File: config.mk
export PLATFORM = sky130hd
export DESIGN_NAME = sdcr_fifo
export DESIGN_NICKNAME = d
export VERILOG_FILES = /design/src/sdcr_pkg.sv /design/src/sdcr_fifo.sv
export SDC_FILE = /design/constraint.sdc
export NUM_CORES = 1
export LEC_CHECK = 0
export BUFFER_PORTS_ARGS = -buffer_cell sky130_fd_sc_hd__buf_2
export CAP_MARGIN = 20
export CORE_MARGIN = 2
export CORE_UTILIZATION = 47
export DETAILED_ROUTE_END_ITERATION = 12
export GPL_TIMING_DRIVEN = 0
export PLACE_DENSITY = 0.69
export SETUP_SLACK_MARGIN = 0.3
export SLEW_MARGIN = 25
export SYNTH_ARGS = -nofsm -noshare
export SYNTH_HDL_FRONTEND = slang
export SYNTH_SLANG_ARGS = --single-unit
File: constraint.sdc
create_clock -name aclk -period 3.6 [get_ports aclk]
set_input_delay 0.72 -clock aclk [delete_from_list [all_inputs] [get_ports aclk]]
set_output_delay 0.72 -clock aclk [all_outputs]
set_load 0.01 [all_outputs]
File: src/sdcr_pkg.sv
`timescale 1ns / 1ps
`default_nettype none

package sdcr_pkg;

    localparam int MAX_VALUES  = 16;
    localparam int VALUE_BITS  = 12;

    localparam int IN_VALUE_W  = 12;
    localparam int REACH_W     = 13;
    localparam int S_TDATA_W   = ((IN_VALUE_W + 7) / 8) * 8;
    localparam int M_TDATA_W   = ((REACH_W + 7) / 8) * 8;

    // reach map covers 0 .. twice the largest member
    localparam int REACH_LIMIT = 2 * ((1 << VALUE_BITS) - 1);
    localparam int MAP_DEPTH   = REACH_LIMIT + 1;
    localparam int MAP_AW      = $clog2(MAP_DEPTH);

    localparam int MEM_AW      = (MAX_VALUES > 1) ? $clog2(MAX_VALUES) : 1;
    localparam int CNT_W       = $clog2(MAX_VALUES + 1);

    localparam int FIFO_DEPTH  = 4;
    localparam int FIFO_AW     = $clog2(FIFO_DEPTH);

    typedef logic [VALUE_BITS-1:0] value_t;
    typedef logic [CNT_W-1:0]      count_t;
    typedef logic [MAP_AW-1:0]     map_addr_t;

    // one word handed from front to back
    typedef struct packed {
        value_t value;
        logic   last;   // closes the set
        logic   keep;   // value is a member to store
        logic   ovf;    // members of this set were dropped
    } entry_t;

    typedef struct packed {
        logic   push;
        entry_t entry;
    } fifo_wr_t;

    typedef struct packed {
        logic   full;
        logic   valid;
        entry_t head;
    } fifo_rd_t;

endpackage

`default_nettype wire

File: src/sdcr_fifo.sv
`timescale 1ns / 1ps
`default_nettype none

module sdcr_fifo
    import sdcr_pkg::*;
(
    input  wire logic     aclk,
    input  wire logic     aresetn,
    input  wire fifo_wr_t wr,
    input  wire logic     pop,
    output fifo_rd_t      rd
);

    entry_t                 buf_reg [FIFO_DEPTH];
    logic [FIFO_AW-1:0]     wptr_reg, rptr_reg;
    logic [FIFO_AW:0]       fill_reg, fill_next;
    logic                   do_push, do_pop;

    assign rd.full  = (fill_reg == (FIFO_AW+1)'(FIFO_DEPTH));
    assign rd.valid = (fill_reg != '0);
    assign rd.head  = buf_reg[rptr_reg];

    assign do_push = wr.push && !rd.full;
    assign do_pop  = pop && rd.valid;

    always_comb begin
        fill_next = fill_reg;
        if (do_push && !do_pop) begin
            fill_next = fill_reg + (FIFO_AW+1)'(1);
        end else if (do_pop && !do_push) begin
            fill_next = fill_reg - (FIFO_AW+1)'(1);
        end
    end

    always_ff @(posedge aclk) begin
        if (do_push) begin
            buf_reg[wptr_reg] <= wr.entry;
        end
        if (!aresetn) begin
            wptr_reg <= '0;
            rptr_reg <= '0;
            fill_reg <= '0;
        end else begin
            if (do_push) begin
                wptr_reg <= wptr_reg + FIFO_AW'(1);
            end
            if (do_pop) begin
                rptr_reg <= rptr_reg + FIFO_AW'(1);
            end
            fill_reg <= fill_next;
        end
    end

endmodule

`default_nettype wire

# Yosys cells after proc, flatten, opt, wreduce, memory -nomap -nowiden
# Memory sizes are Yosys's and may differ from the RTL's. A register that Yosys moved wholly into a read port is not among the register bits.
# Index checks and enable logic that the tools add are counted.
# totals
ff_bits	7
mem_bits_rw	60
input_bits	19
output_inout_bits	17
wordCells	24
mem_count	1
# op_classes
add_sub_neg	4
n_eq_ne	1
muxes	6
reduce_logical	9
# mem_list
name	words	word_bits	read_ports	rd_ports_with_merged_regs	wr	line	text
buf_reg	4	15	1	1	1	sdcr_fifo.sv:14	entry_t buf_reg [FIFO_DEPTH];
# op_table
cell	count
$mux W3	2
$add A2 B1 Y2 const B	2
$logic_and A1 B1 Y1	4
$mux W2	2
$add A3 B1 Y3 const B	1
$eq A3 B3 Y1 const B	1
$logic_not A1 Y1	3
$reduce_bool A3 Y1	1
$sub A3 B1 Y3 const B	1
$mux W1	2
$reduce_bool A2 Y1	1

# Logic depth before layout (Yosys ltp)
# depth
word_depth	7
mapped_depth	9

# Least setup slack after synthesis
# No wires, ideal clock.
# synth_path
kind	input to register
startpoint	in wr[15] (netlist bit)
endpoint	reg fill_reg[2]
setup_time_ns	0.070
t_arrival_ns	2.131
t_required_ns	3.530
setup_slack_ns	1.399
path_stages	8
path_buffers	1
path_cell_list	nor2b_1 -> buf_6 -> ha_1 -> inv_1 -> fa_1 -> xor2_1 -> or3_1 -> a21boi_1
# synth_via
elab_chain_len	4
elab_cells_between_ends	6
# synth_rtl
item	line	text
start, declared	sdcr_fifo.sv:9	input wire fifo_wr_t wr,
$logic_and A1 B1 Y1 *	sdcr_fifo.sv:23	assign do_push = wr.push && !rd.full;
via do_push	sdcr_fifo.sv:17	logic do_push, do_pop;
$logic_not A1 Y1	sdcr_fifo.sv:30	end else if (do_pop && !do_push) begin
$logic_and A1 B1 Y1	sdcr_fifo.sv:30	
$reduce_bool A2 Y1 (no source line)	--	
end signal, assigned	sdcr_fifo.sv:50	fill_reg <= fill_next;
end, declared	sdcr_fifo.sv:16	logic [FIFO_AW:0] fill_reg, fill_next;
# The timed path passes the listed nets; every way through them passes the cells marked *.
# A chain may end at the register's enable or synchronous reset.

==> flow_summary.ini <==
[global_routing]
met2_usage_pct = 24.9
use_met3_pct = 3.75
grt_pass1_vias = 1357
antenna_found_initial = 0
grt.busiest_layer = met2
grt_max_degree = 16
overflow = 0
grt_first_pass_wirelength_um = 6490
track_usage_pct = 14.5
grtUsageMet1_pct = 16.4

[logic_synthesis]
yosys-mux-area-fraction_pct = 13.8
syn_area_per_cell_um2 = 21.2
syn_nets = 151
syn_inst = 126
synthAdderAreaFrac_pct = 3.10
synth_top_family_by_area = multiplexers
synth_cell_types = 22
synthXorXnorAreaFrac_pct = 1.31
yosys_warnings = 0
yosys.area_share.simple_pct = 3.85
synth_compound_area_share_pct = 1.27
syn_area_mm2 = 0.00267
ys_seq_elements = 69
seq_area_frac_synth_pct = 74.3

[placed_design]
gp_congestion = 0.681
hpwl_um = 2690
port-buffer-count = 34

[clock_tree]
root_buffer = clkbuf_8
cts.path.max_buffers = 2
clkTransAtPathRegs_ps = 70
insertion_delay_ps = 320
cts_setup_buffers = 0
htree_levels = 3
clock-sinks = 69
cts_tree = yes
cts_resized = 0
hold_buffers = 0
cts_made_buffers = 9

[worst_setup_path]
rr_endpoint = fill_reg[2]
worstPathCellList = buf_2 > mux4_2 > buf_2
cp-end-kind = output pin
reg2reg_from = fill_reg[0]
critPathMaxStageDelay_ps = 470
cp_max_fo = 10
crit_arrival_ps = 1650
r2r_setup_slack_ps = 1430
worstPathRequired_ps = 2880
cp_slowest_cell = dfxtp_1
start_kind = flop
path_class = flop to output pin
crit_top_cell = buf_2
reg2regPathDepth = 9

[sta]
grt_setup_unrepaired = no
finalSetupTns_ps = 0
fin_crit_ps = 2370
relSlewSlack_pct = 46.7
fin_crit_sh_pct = 65.9
fin_skew_ps = 3.12
drv_slew = 0
worstMarginPinSlew_ps = 800
finalSetupViolations = 0
fmax_mhz = 422
hold_viol = 0

[cells_and_area]
nets = 196
syn_to_final_growth_pct = 18.7
fill_cells = 405
largest_reg_flops = 60
drive_above_1_share_pct = 40.3
diodes = 0

[power]
ir_drop_mv = 0.444
total_power_uw = 2300
p_int_uw = 1730
switching_share_pct = 24.8
pwr-share-comb_pct = 24.2
power_frac_seq_pct = 44.7
power_frac_clock_pct = 31.1
p_leak_uw = 0.00112
p_per_area_mw_per_mm2 = 728
p_sw_uw = 571

[detailed_routing]
routed_wl_um = 4040
routedWlPerCell_um = 16.3
drc_errors = 0
via_count = 1246
ant_nets = 0
drt_first_pass_iters = 4
first_iter_violations = 48
viasPerCell = 5.02

[outcome]
status = finished, final reports clean

[die]
dieArea_mm2 = 0.00629
initial_core_util_pct = 48.4
die-height_um = 79.3
core-area_mm2 = 0.00551
die_w_um = 79.3
io_pins = 36
std_cell_rows = 27

[hold_path]
min_delay_path_depth = 2
hold_class = flop to flop
hp-start = wptr_reg[0]
min_to = wptr_reg[0]

[job]
cap_violations = 0
## area by class of cell
class	instances	area, µm²	area share (%)
Sequential cell	69	1980	62.6
Timing Repair Buffer	34	170	5.38
Multi-Input combinational cell	49	622	19.7
Clock inverter	7	114	3.60
Inverter	3	11.3	0.356
Buffer	5	51.3	1.62
Tap cell	72	90.1	2.85
Clock buffer	9	124	3.91
## worst max-delay path by stage
stage | endpoint | slack (ps) | cells past startpoint
2_1_floorplan | fill_reg[2] | 1400 | 8
5_1_grt | rd[6] | 1130 | 3
4_1_cts | rd[6] | 1200 | 3
3_5_place_dp | fill_reg[2] | 1170 | 9
3_3_place_gp | fill_reg[2] | 1280 | 9
6_report | rd[6] | 1230 | 3
## layout by cell type, fill, tap and decap left out, drive strengths merged, types with 2 or more instances in the layout
master,netlist,routed
ha,5,5
nor2b,2,2
clkinv,0,4
xnor2,3,3
nand2,4,4
buf,4,38
mux4,15,15
inv,3,3
dfxtp,9,9
clkbuf,1,10
or3,2,2
edfxtp,60,60
and2,8,8
mux2i,3,3
bufinv,0,3
## routing by layer
metal	routed length, µm	vias up	share of wire, %
met5	0	-	0
met4	70	0	1.7
met3	192	8	4.7
met2	2150	34	53
met1	1630	615	40
li1	-	589	-
## worst max-delay path, delay by kind of cell (launching register included)
kind | cells | cell delay, ps
DFF | 1 | 470
muxes | 1 | 360
buffers and inverters | 2 | 500
## stage by stage
| step | hold slack [ps] | setup WS (ps) | std cells | area (µm²) | utilization [%] |
|---|---|---|---|---|---|
| finish | 513 | 1230 | 248 | 3160 | 57.5 |
| global route | 569 | 1130 | 248 | 3160 | 57.5 |
| CTS | 524 | 1200 | 248 | 3160 | 57.5 |
| detailed placement | 514 | 1170 | 232 | 2930 | 53.1 |
| global placement | 473 | 1280 | 232 | 2930 | 53.1 |
| floorplan | 468 | 1400 | 126 | 2670 | - |
## kinds of logic after synthesis
kind of cell / Yosys count
simple gates: 17
xor+xnor: 4
fa+ha+maj: 6
mux: 18
buf+inv: 8
flops: 69
compound gates: 4
## synthesized netlist by cell type (all sizes together)
master  number  share of area [%]
mux2i        3                1.1
fa           1               0.75
or3          2               0.47
o31ai        1               0.47
inv          3               0.42
buf          4                1.8
mux4        15                 13
edfxtp      60                 68
nor3b        1               0.47
nor2b        2               0.47
xnor2        3               0.99
o311ai       1               0.33
a21boi       1               0.28
ha           5                2.3
dfxtp        9                6.8
and2         8                1.9
clkbuf       1               0.14
o21ai        1               0.19
xor2         1               0.33
nand2        4               0.56
## power groups by stage
stage	Combinational, µW	Sequential, µW	Clock, µW
after global routing	615	1040	766
final	556	1030	716
after CTS	570	1030	736
after global placement	548	1040	0
after floorplan	408	1030	0
after detailed placement	567	1050	0
No activity file was read; power rests on OpenSTA's default activity.
