[src/sdcr_pkg.sv]
`timescale 1ns / 1ps
`default_nettype none

package sdcr_pkg;

    localparam int MAX_VALUES  = 16;
    localparam int VALUE_BITS  = 12;

    localparam int IN_VALUE_W  = 12;
    localparam int REACH_W     = 13;
    localparam int S_TDATA_W   = ((IN_VALUE_W + 7) / 8) * 8;
    localparam int M_TDATA_W   = ((REACH_W + 7) / 8) * 8;

    // reach map covers 0 .. twice the largest member
    localparam int REACH_LIMIT = 2 * ((1 << VALUE_BITS) - 1);
    localparam int MAP_DEPTH   = REACH_LIMIT + 1;
    localparam int MAP_AW      = $clog2(MAP_DEPTH);

    localparam int MEM_AW      = (MAX_VALUES > 1) ? $clog2(MAX_VALUES) : 1;
    localparam int CNT_W       = $clog2(MAX_VALUES + 1);

    localparam int FIFO_DEPTH  = 4;
    localparam int FIFO_AW     = $clog2(FIFO_DEPTH);

    typedef logic [VALUE_BITS-1:0] value_t;
    typedef logic [CNT_W-1:0]      count_t;
    typedef logic [MAP_AW-1:0]     map_addr_t;

    // one word handed from front to back
    typedef struct packed {
        value_t value;
        logic   last;   // closes the set
        logic   keep;   // value is a member to store
        logic   ovf;    // members of this set were dropped
    } entry_t;

    typedef struct packed {
        logic   push;
        entry_t entry;
    } fifo_wr_t;

    typedef struct packed {
        logic   full;
        logic   valid;
        entry_t head;
    } fifo_rd_t;

endpackage

`default_nettype wire

[src/sdcr_front.sv]
`timescale 1ns / 1ps
`default_nettype none

module sdcr_front
    import sdcr_pkg::*;
(
    input  wire logic                  aclk,
    input  wire logic                  aresetn,
    input  wire logic                  s_tvalid,
    output logic                       s_tready,
    input  wire logic [IN_VALUE_W-1:0] s_value,
    input  wire logic                  s_tlast,
    input  wire logic                  fifo_full,
    output fifo_wr_t                   fifo_wr
);

    count_t cnt_reg, cnt_next;
    logic   drop_reg, drop_next;
    logic   accept;
    logic   keep;

    assign s_tready = !fifo_full;
    assign accept   = s_tvalid && s_tready;
    assign keep     = (cnt_reg < count_t'(MAX_VALUES));

    always_comb begin
        cnt_next  = cnt_reg;
        drop_next = drop_reg;
        if (accept) begin
            if (s_tlast) begin
                cnt_next  = '0;
                drop_next = 1'b0;
            end else if (keep) begin
                cnt_next = cnt_reg + count_t'(1);
            end else begin
                drop_next = 1'b1;
            end
        end
    end

    // a dropped member only travels on when it closes the set
    always_comb begin
        fifo_wr.push        = accept && (keep || s_tlast);
        fifo_wr.entry.value = value_t'(s_value);
        fifo_wr.entry.last  = s_tlast;
        fifo_wr.entry.keep  = keep;
        fifo_wr.entry.ovf   = drop_reg || !keep;
    end

    always_ff @(posedge aclk) begin
        if (!aresetn) begin
            cnt_reg  <= '0;
            drop_reg <= 1'b0;
        end else begin
            cnt_reg  <= cnt_next;
            drop_reg <= drop_next;
        end
    end

endmodule

`default_nettype wire

[config.mk]
export PLATFORM = sky130hd
export DESIGN_NAME = sdcr_front
export DESIGN_NICKNAME = d
export VERILOG_FILES = /design/src/sdcr_pkg.sv /design/src/sdcr_front.sv
export SDC_FILE = /design/constraint.sdc
export NUM_CORES = 1
export LEC_CHECK = 0
export BUFFER_PORTS_ARGS = -buffer_cell sky130_fd_sc_hd__buf_2
export CORE_AREA = 2 2 39 41
export CTS_BUF_LIST = sky130_fd_sc_hd__clkbuf_2
export CTS_CLUSTER_DIAMETER = 40
export CTS_CLUSTER_SIZE = 12
export DETAILED_ROUTE_END_ITERATION = 16
export DIE_AREA = 0 0 41 43
export GPL_TIMING_DRIVEN = 0
export HOLD_SLACK_MARGIN = 0.03
export PLACE_DENSITY_LB_ADDON = 0.3
export SYNTH_ARGS = -nofsm -noshare
export SYNTH_HDL_FRONTEND = slang
export SYNTH_SLANG_ARGS = --single-unit
[constraint.sdc]
create_clock -name aclk -period 1 [get_ports aclk]
set_input_delay 0.1 -clock aclk [delete_from_list [all_inputs] [get_ports aclk]]
set_output_delay 0.1 -clock aclk [all_outputs]
set_load 0.02 [all_outputs]
Yosys cells after proc, flatten, opt, wreduce, memory -nomap -nowiden. Index checks and enable logic that the tools add are counted.

Add/sub/neg operators: 1. Multiply operators: 0. Div/mod/pow operators: 0. Magnitude comparators: 1. Eq/ne operators: 1. Shift operators: 0. Multiplexer cells: 4. Bitwise operators: 0. Reduce and logical (&&, ||, !) cells: 9.

Operator list (number): 5-bit 2-to-1 mux (2); 5-bit by 1-bit adder with 5-bit output (second input constant) (1); 5-bit less-than comparator (second input constant) (1); 2-bit AND reduction (2); 1-bit logical AND (2); 1-bit logical NOT (2); 1-bit logical OR (2); 1-bit 2-to-1 mux (2); 2-bit by 1-bit inequality test with 1-bit output (second input constant) (1); 2-bit nonzero test (1).

Flip-flop bits (word level): 6. Bits in latches: 0. Bits in writable memories: 0. ROM bits: 0. Input bits: 17. Output and inout bits: 17. Logic and storage cells: 18. Memories kept: 0.

Depth between registers and ports, before layout.
Word-level depth: 3. Mapped depth: 3. Gate-level depth less buffers: 3.

Least setup slack after synthesis. OpenSTA, ideal clock, no wires.

Kind: register -> register. Start: register cnt_reg[4]. End: register cnt_reg[3]. Library setup time: 0.074 ns. Arrival: 1.028 ns. Required time: 0.926 ns. Setup slack: -0.102 ns. Cell stages (with the launch flop): 4. Path buffers: 0. Period minus slack after synthesis: 1.102 ns. Cell sequence: dfxtp_1 nand4b_1 or4_1 a31oi_1.

Longest elaborated chain between the ends: 3.

RTL lines: from (decl) (line sdcr_front.sv:17) `count_t cnt_reg, cnt_next;`; from (signal assigned) (line sdcr_front.sv:55) `cnt_reg <= cnt_next;`; 5-bit less-than comparator (line sdcr_front.sv:24) `assign keep = (cnt_reg < count_t'(MAX_VALUES));`; 2-bit nonzero test (no line); 2-bit AND reduction (no line).

Every way passes these cells. A chain may end at the register's enable or synchronous reset.

Worst setup path after layout. Same ends and word-level chain as after synthesis.

==> results.sh <==
export IMPL_setup_viol=8
export IMPL_synth_cell_area_um2=428
export IMPL_num_io_pins=34
export IMPL_antenna_found_initial=0
export IMPL_drt_wl_total_um=836
export IMPL_crit_type="flop to flop"
export IMPL_grt_max_degree=8
export IMPL_dieHeight_um=43
export IMPL_critPathLaunchType="flop"
export IMPL_fmax_mhz=879
export IMPL_finalHoldViolCount=0
export IMPL_cap_violations=0
export IMPL_firstDrtPassIters=4
export IMPL_grtUsageMet3_pct=3.14
export IMPL_clk_latency_ns=0.24
export IMPL_yosysUniqueCellTypes=22
export IMPL_netlist_area_leader_share_pct=28.1
export IMPL_drive_above_1_share_pct=60.5
export IMPL_status="complete, but fails checks"
export IMPL_synth_seq_cells=6
export IMPL_synth_cells=50
export IMPL_core_um2=1380
export IMPL_ir_drop_v=0.000547
export IMPL_clockRootBuffer="clkbuf_2"
export IMPL_slew_viol_final=0
export IMPL_layout_setup_ws_ns=-0.138
export IMPL_violations="setup timing"
export IMPL_die_area_um2=1760
export IMPL_hold_class="input port to flop"
export IMPL_yosysWarnings=0
export IMPL_grt_pass1_wl_um=1280
export IMPL_top_usage_layer="met2"
export IMPL_power_total_uw=582
export IMPL_drc=0
export IMPL_clockBufferDepth=2
export IMPL_dp_hpwl_um=672
export IMPL_critical_path_startpoint="cnt_reg[4]"
export IMPL_worst_pin_slew_ns=0.263
export IMPL_num_rows=14
export IMPL_diodes=0
export IMPL_pre_cts_ws_ns=-0.133
export IMPL_crit_chain="nand4b_1 -> or4_1 -> a31oi_1"
export IMPL_largest_reg_flops=5
export IMPL_yosysSeqAreaShare_pct=28.1
export IMPL_r2r_start="cnt_reg[4]"
export IMPL_cts_sink_count=6
export IMPL_crit_arrival_ns=1.31
export IMPL_min_from="aresetn"
export IMPL_critPathMaxStageDelay_ns=0.40
export IMPL_cts_buffers=3
export IMPL_synth_fp_nets=68
export IMPL_cpMaxStageDelayCell="or4_1"
export IMPL_die_x_um=41
export IMPL_routabilityCongestion=0.757
export IMPL_drtIter0Drc=2
export IMPL_relSlewSlack_pct=82.4
export IMPL_critPathMaxFanout=6
export IMPL_cellPowerDensity_nw_per_um2=988
export IMPL_grt_use_met1_pct=13.8
export IMPL_fin_skew_ns=0.00272
export IMPL_syn_avg_cell_area_um2=8.56
export IMPL_grtUsageMet2_pct=14.1
export IMPL_fin_util_pct=42.6
export IMPL_fin_crit_sh_pct=114
export IMPL_period_needed_ns=1.14
export IMPL_syn2layout_area_growth_pct=37.7
export IMPL_numPlacedInstances=87
export IMPL_wire_per_inst_um=9.09
export IMPL_cts_htree_levels=1
export IMPL_ant_nets=0
export IMPL_finalNetCount=96
export IMPL_end_kind="flop"
export IMPL_cp_required_ns=1.17
export IMPL_portBuffers=21
export IMPL_grt_remaining_overflow=0
export IMPL_clkSlewWorstSetupHoldPaths_ns=0.06
export IMPL_vias_per_cell=4.46
export IMPL_rsz0062_at_grt="true"
export IMPL_p_leak_nw=0.303
export IMPL_grt_pass1_vias=321
export IMPL_cts_tree="built"
export IMPL_initial_core_util_pct=30.9
export IMPL_synth_top_cell_by_area="dfxtp_1"
export IMPL_vias=410
export IMPL_hold_slack_ns=0.148
export IMPL_grtUsageTotal_pct=10.9
export IMPL_yosys_top_cells_area="dfxtp_1 (28%), buf_4 (25%), nor4b_4 (5.6%)"
export IMPL_final_cells=92
power by group:
| group | switching, mW | leakage, nW | total [mW] | internal (mW) |
|---|---|---|---|---|
| combinational | 0.0803 | 0.241 | 0.159 | 0.0789 |
| clock | 0.0984 | 0.0125 | 0.180 | 0.0813 |
| sequential | 0.00191 | 0.0489 | 0.243 | 0.241 |
cells in the final DEF (no fill, tap or decap):
cell type  instances
nand3_1            1
nand2b_1           1
buf_2             20
o22ai_1            1
or4_1              1
nand3b_1           1
buf_4             17
and2b_2            1
or2_2              1
nand2b_4           1
a21oi_1            4
dfxtp_1            5
clkbuf_2           3
inv_1              3
a21o_1             2
dfxtp_2            1
nand4b_1           1
nor2_1             2
ha_1               1
nand2_1            3
o21ai_0            2
nor4b_4            1
a311oi_1           1
nor2b_2            1
a31oi_1            1
synthesized netlist by cell type:
| cell type | n |
|---|---|
| buf_4 | 14 |
| dfxtp_1 | 6 |
| a21oi_1 | 4 |
| inv_1 | 3 |
| nand2_1 | 3 |
| a21o_1 | 2 |
| nor2_1 | 2 |
| o21ai_0 | 2 |
| a311oi_1 | 1 |
| a31oi_1 | 1 |
| and2b_2 | 1 |
| ha_1 | 1 |
| nand2b_1 | 1 |
| nand2b_4 | 1 |
| nand3_1 | 1 |
| nand3b_1 | 1 |
| nand4b_1 | 1 |
| nor2b_1 | 1 |
| nor4b_4 | 1 |
| o22ai_1 | 1 |
| or2_2 | 1 |
| or4_1 | 1 |
kinds of logic after synthesis:
group	Yosys count	synth area share, %
buf+inv	17	27.2
simple gates	15	26.3
compound gates	11	15.5
fa+ha+maj	1	2.92
flops	6	28.1
worst paths after layout:
check	endpoint	slack [ns]	depth (start not counted)
setup / recovery	cnt_reg[3]	-0.14	3
hold / removal	cnt_reg[4]	0.15	3
setup reg to reg	cnt_reg[3]	-0.14	3
hold reg to reg	drop_reg	0.47	2
per-stage QoR:
step | TNS (ns) | instance area, um^2
4_1_cts | -0.576 | 574
6_report | -0.809 | 589
3_5_place_dp | -0.204 | 554
2_1_floorplan | -0.0782 | 429
5_1_grt | -1.26 | 589
3_3_place_gp | -0.198 | 554
layer usage:
metal,wire length [um],vias up
li1,-,210
met1,339,174
met2,374,21
met3,88,5
met4,34,0
met5,0,-
cell type report:
cell class                      count  area, um^2
Buffer                             14         105
Clock buffer                        3        15.0
Fill cell                         155         795
Inverter                            3        11.3
Multi-Input combinational cell     27         194
Sequential cell                     6         121
Tap cell                           16        20.0
Timing Repair Buffer               23         123
worst max-delay path, delay by kind of cell (launching register included):
family / cells / cell delay, ns
compound gates: 1 / 0.13
flops: 1 / 0.35
simple gates: 2 / 0.59
what timing repair did:
| item | 4_1_cts | 5_1_grt |
|---|---|---|
| resized for setup | 2 | 0 |
| hold buffers | 0 | 0 |
| pin swaps | 0 | 2 |
| endpoints found under the setup margin | 5 | 8 |
| setup buffers | 0 | 2 |
(Power assumes the default switching activity.)
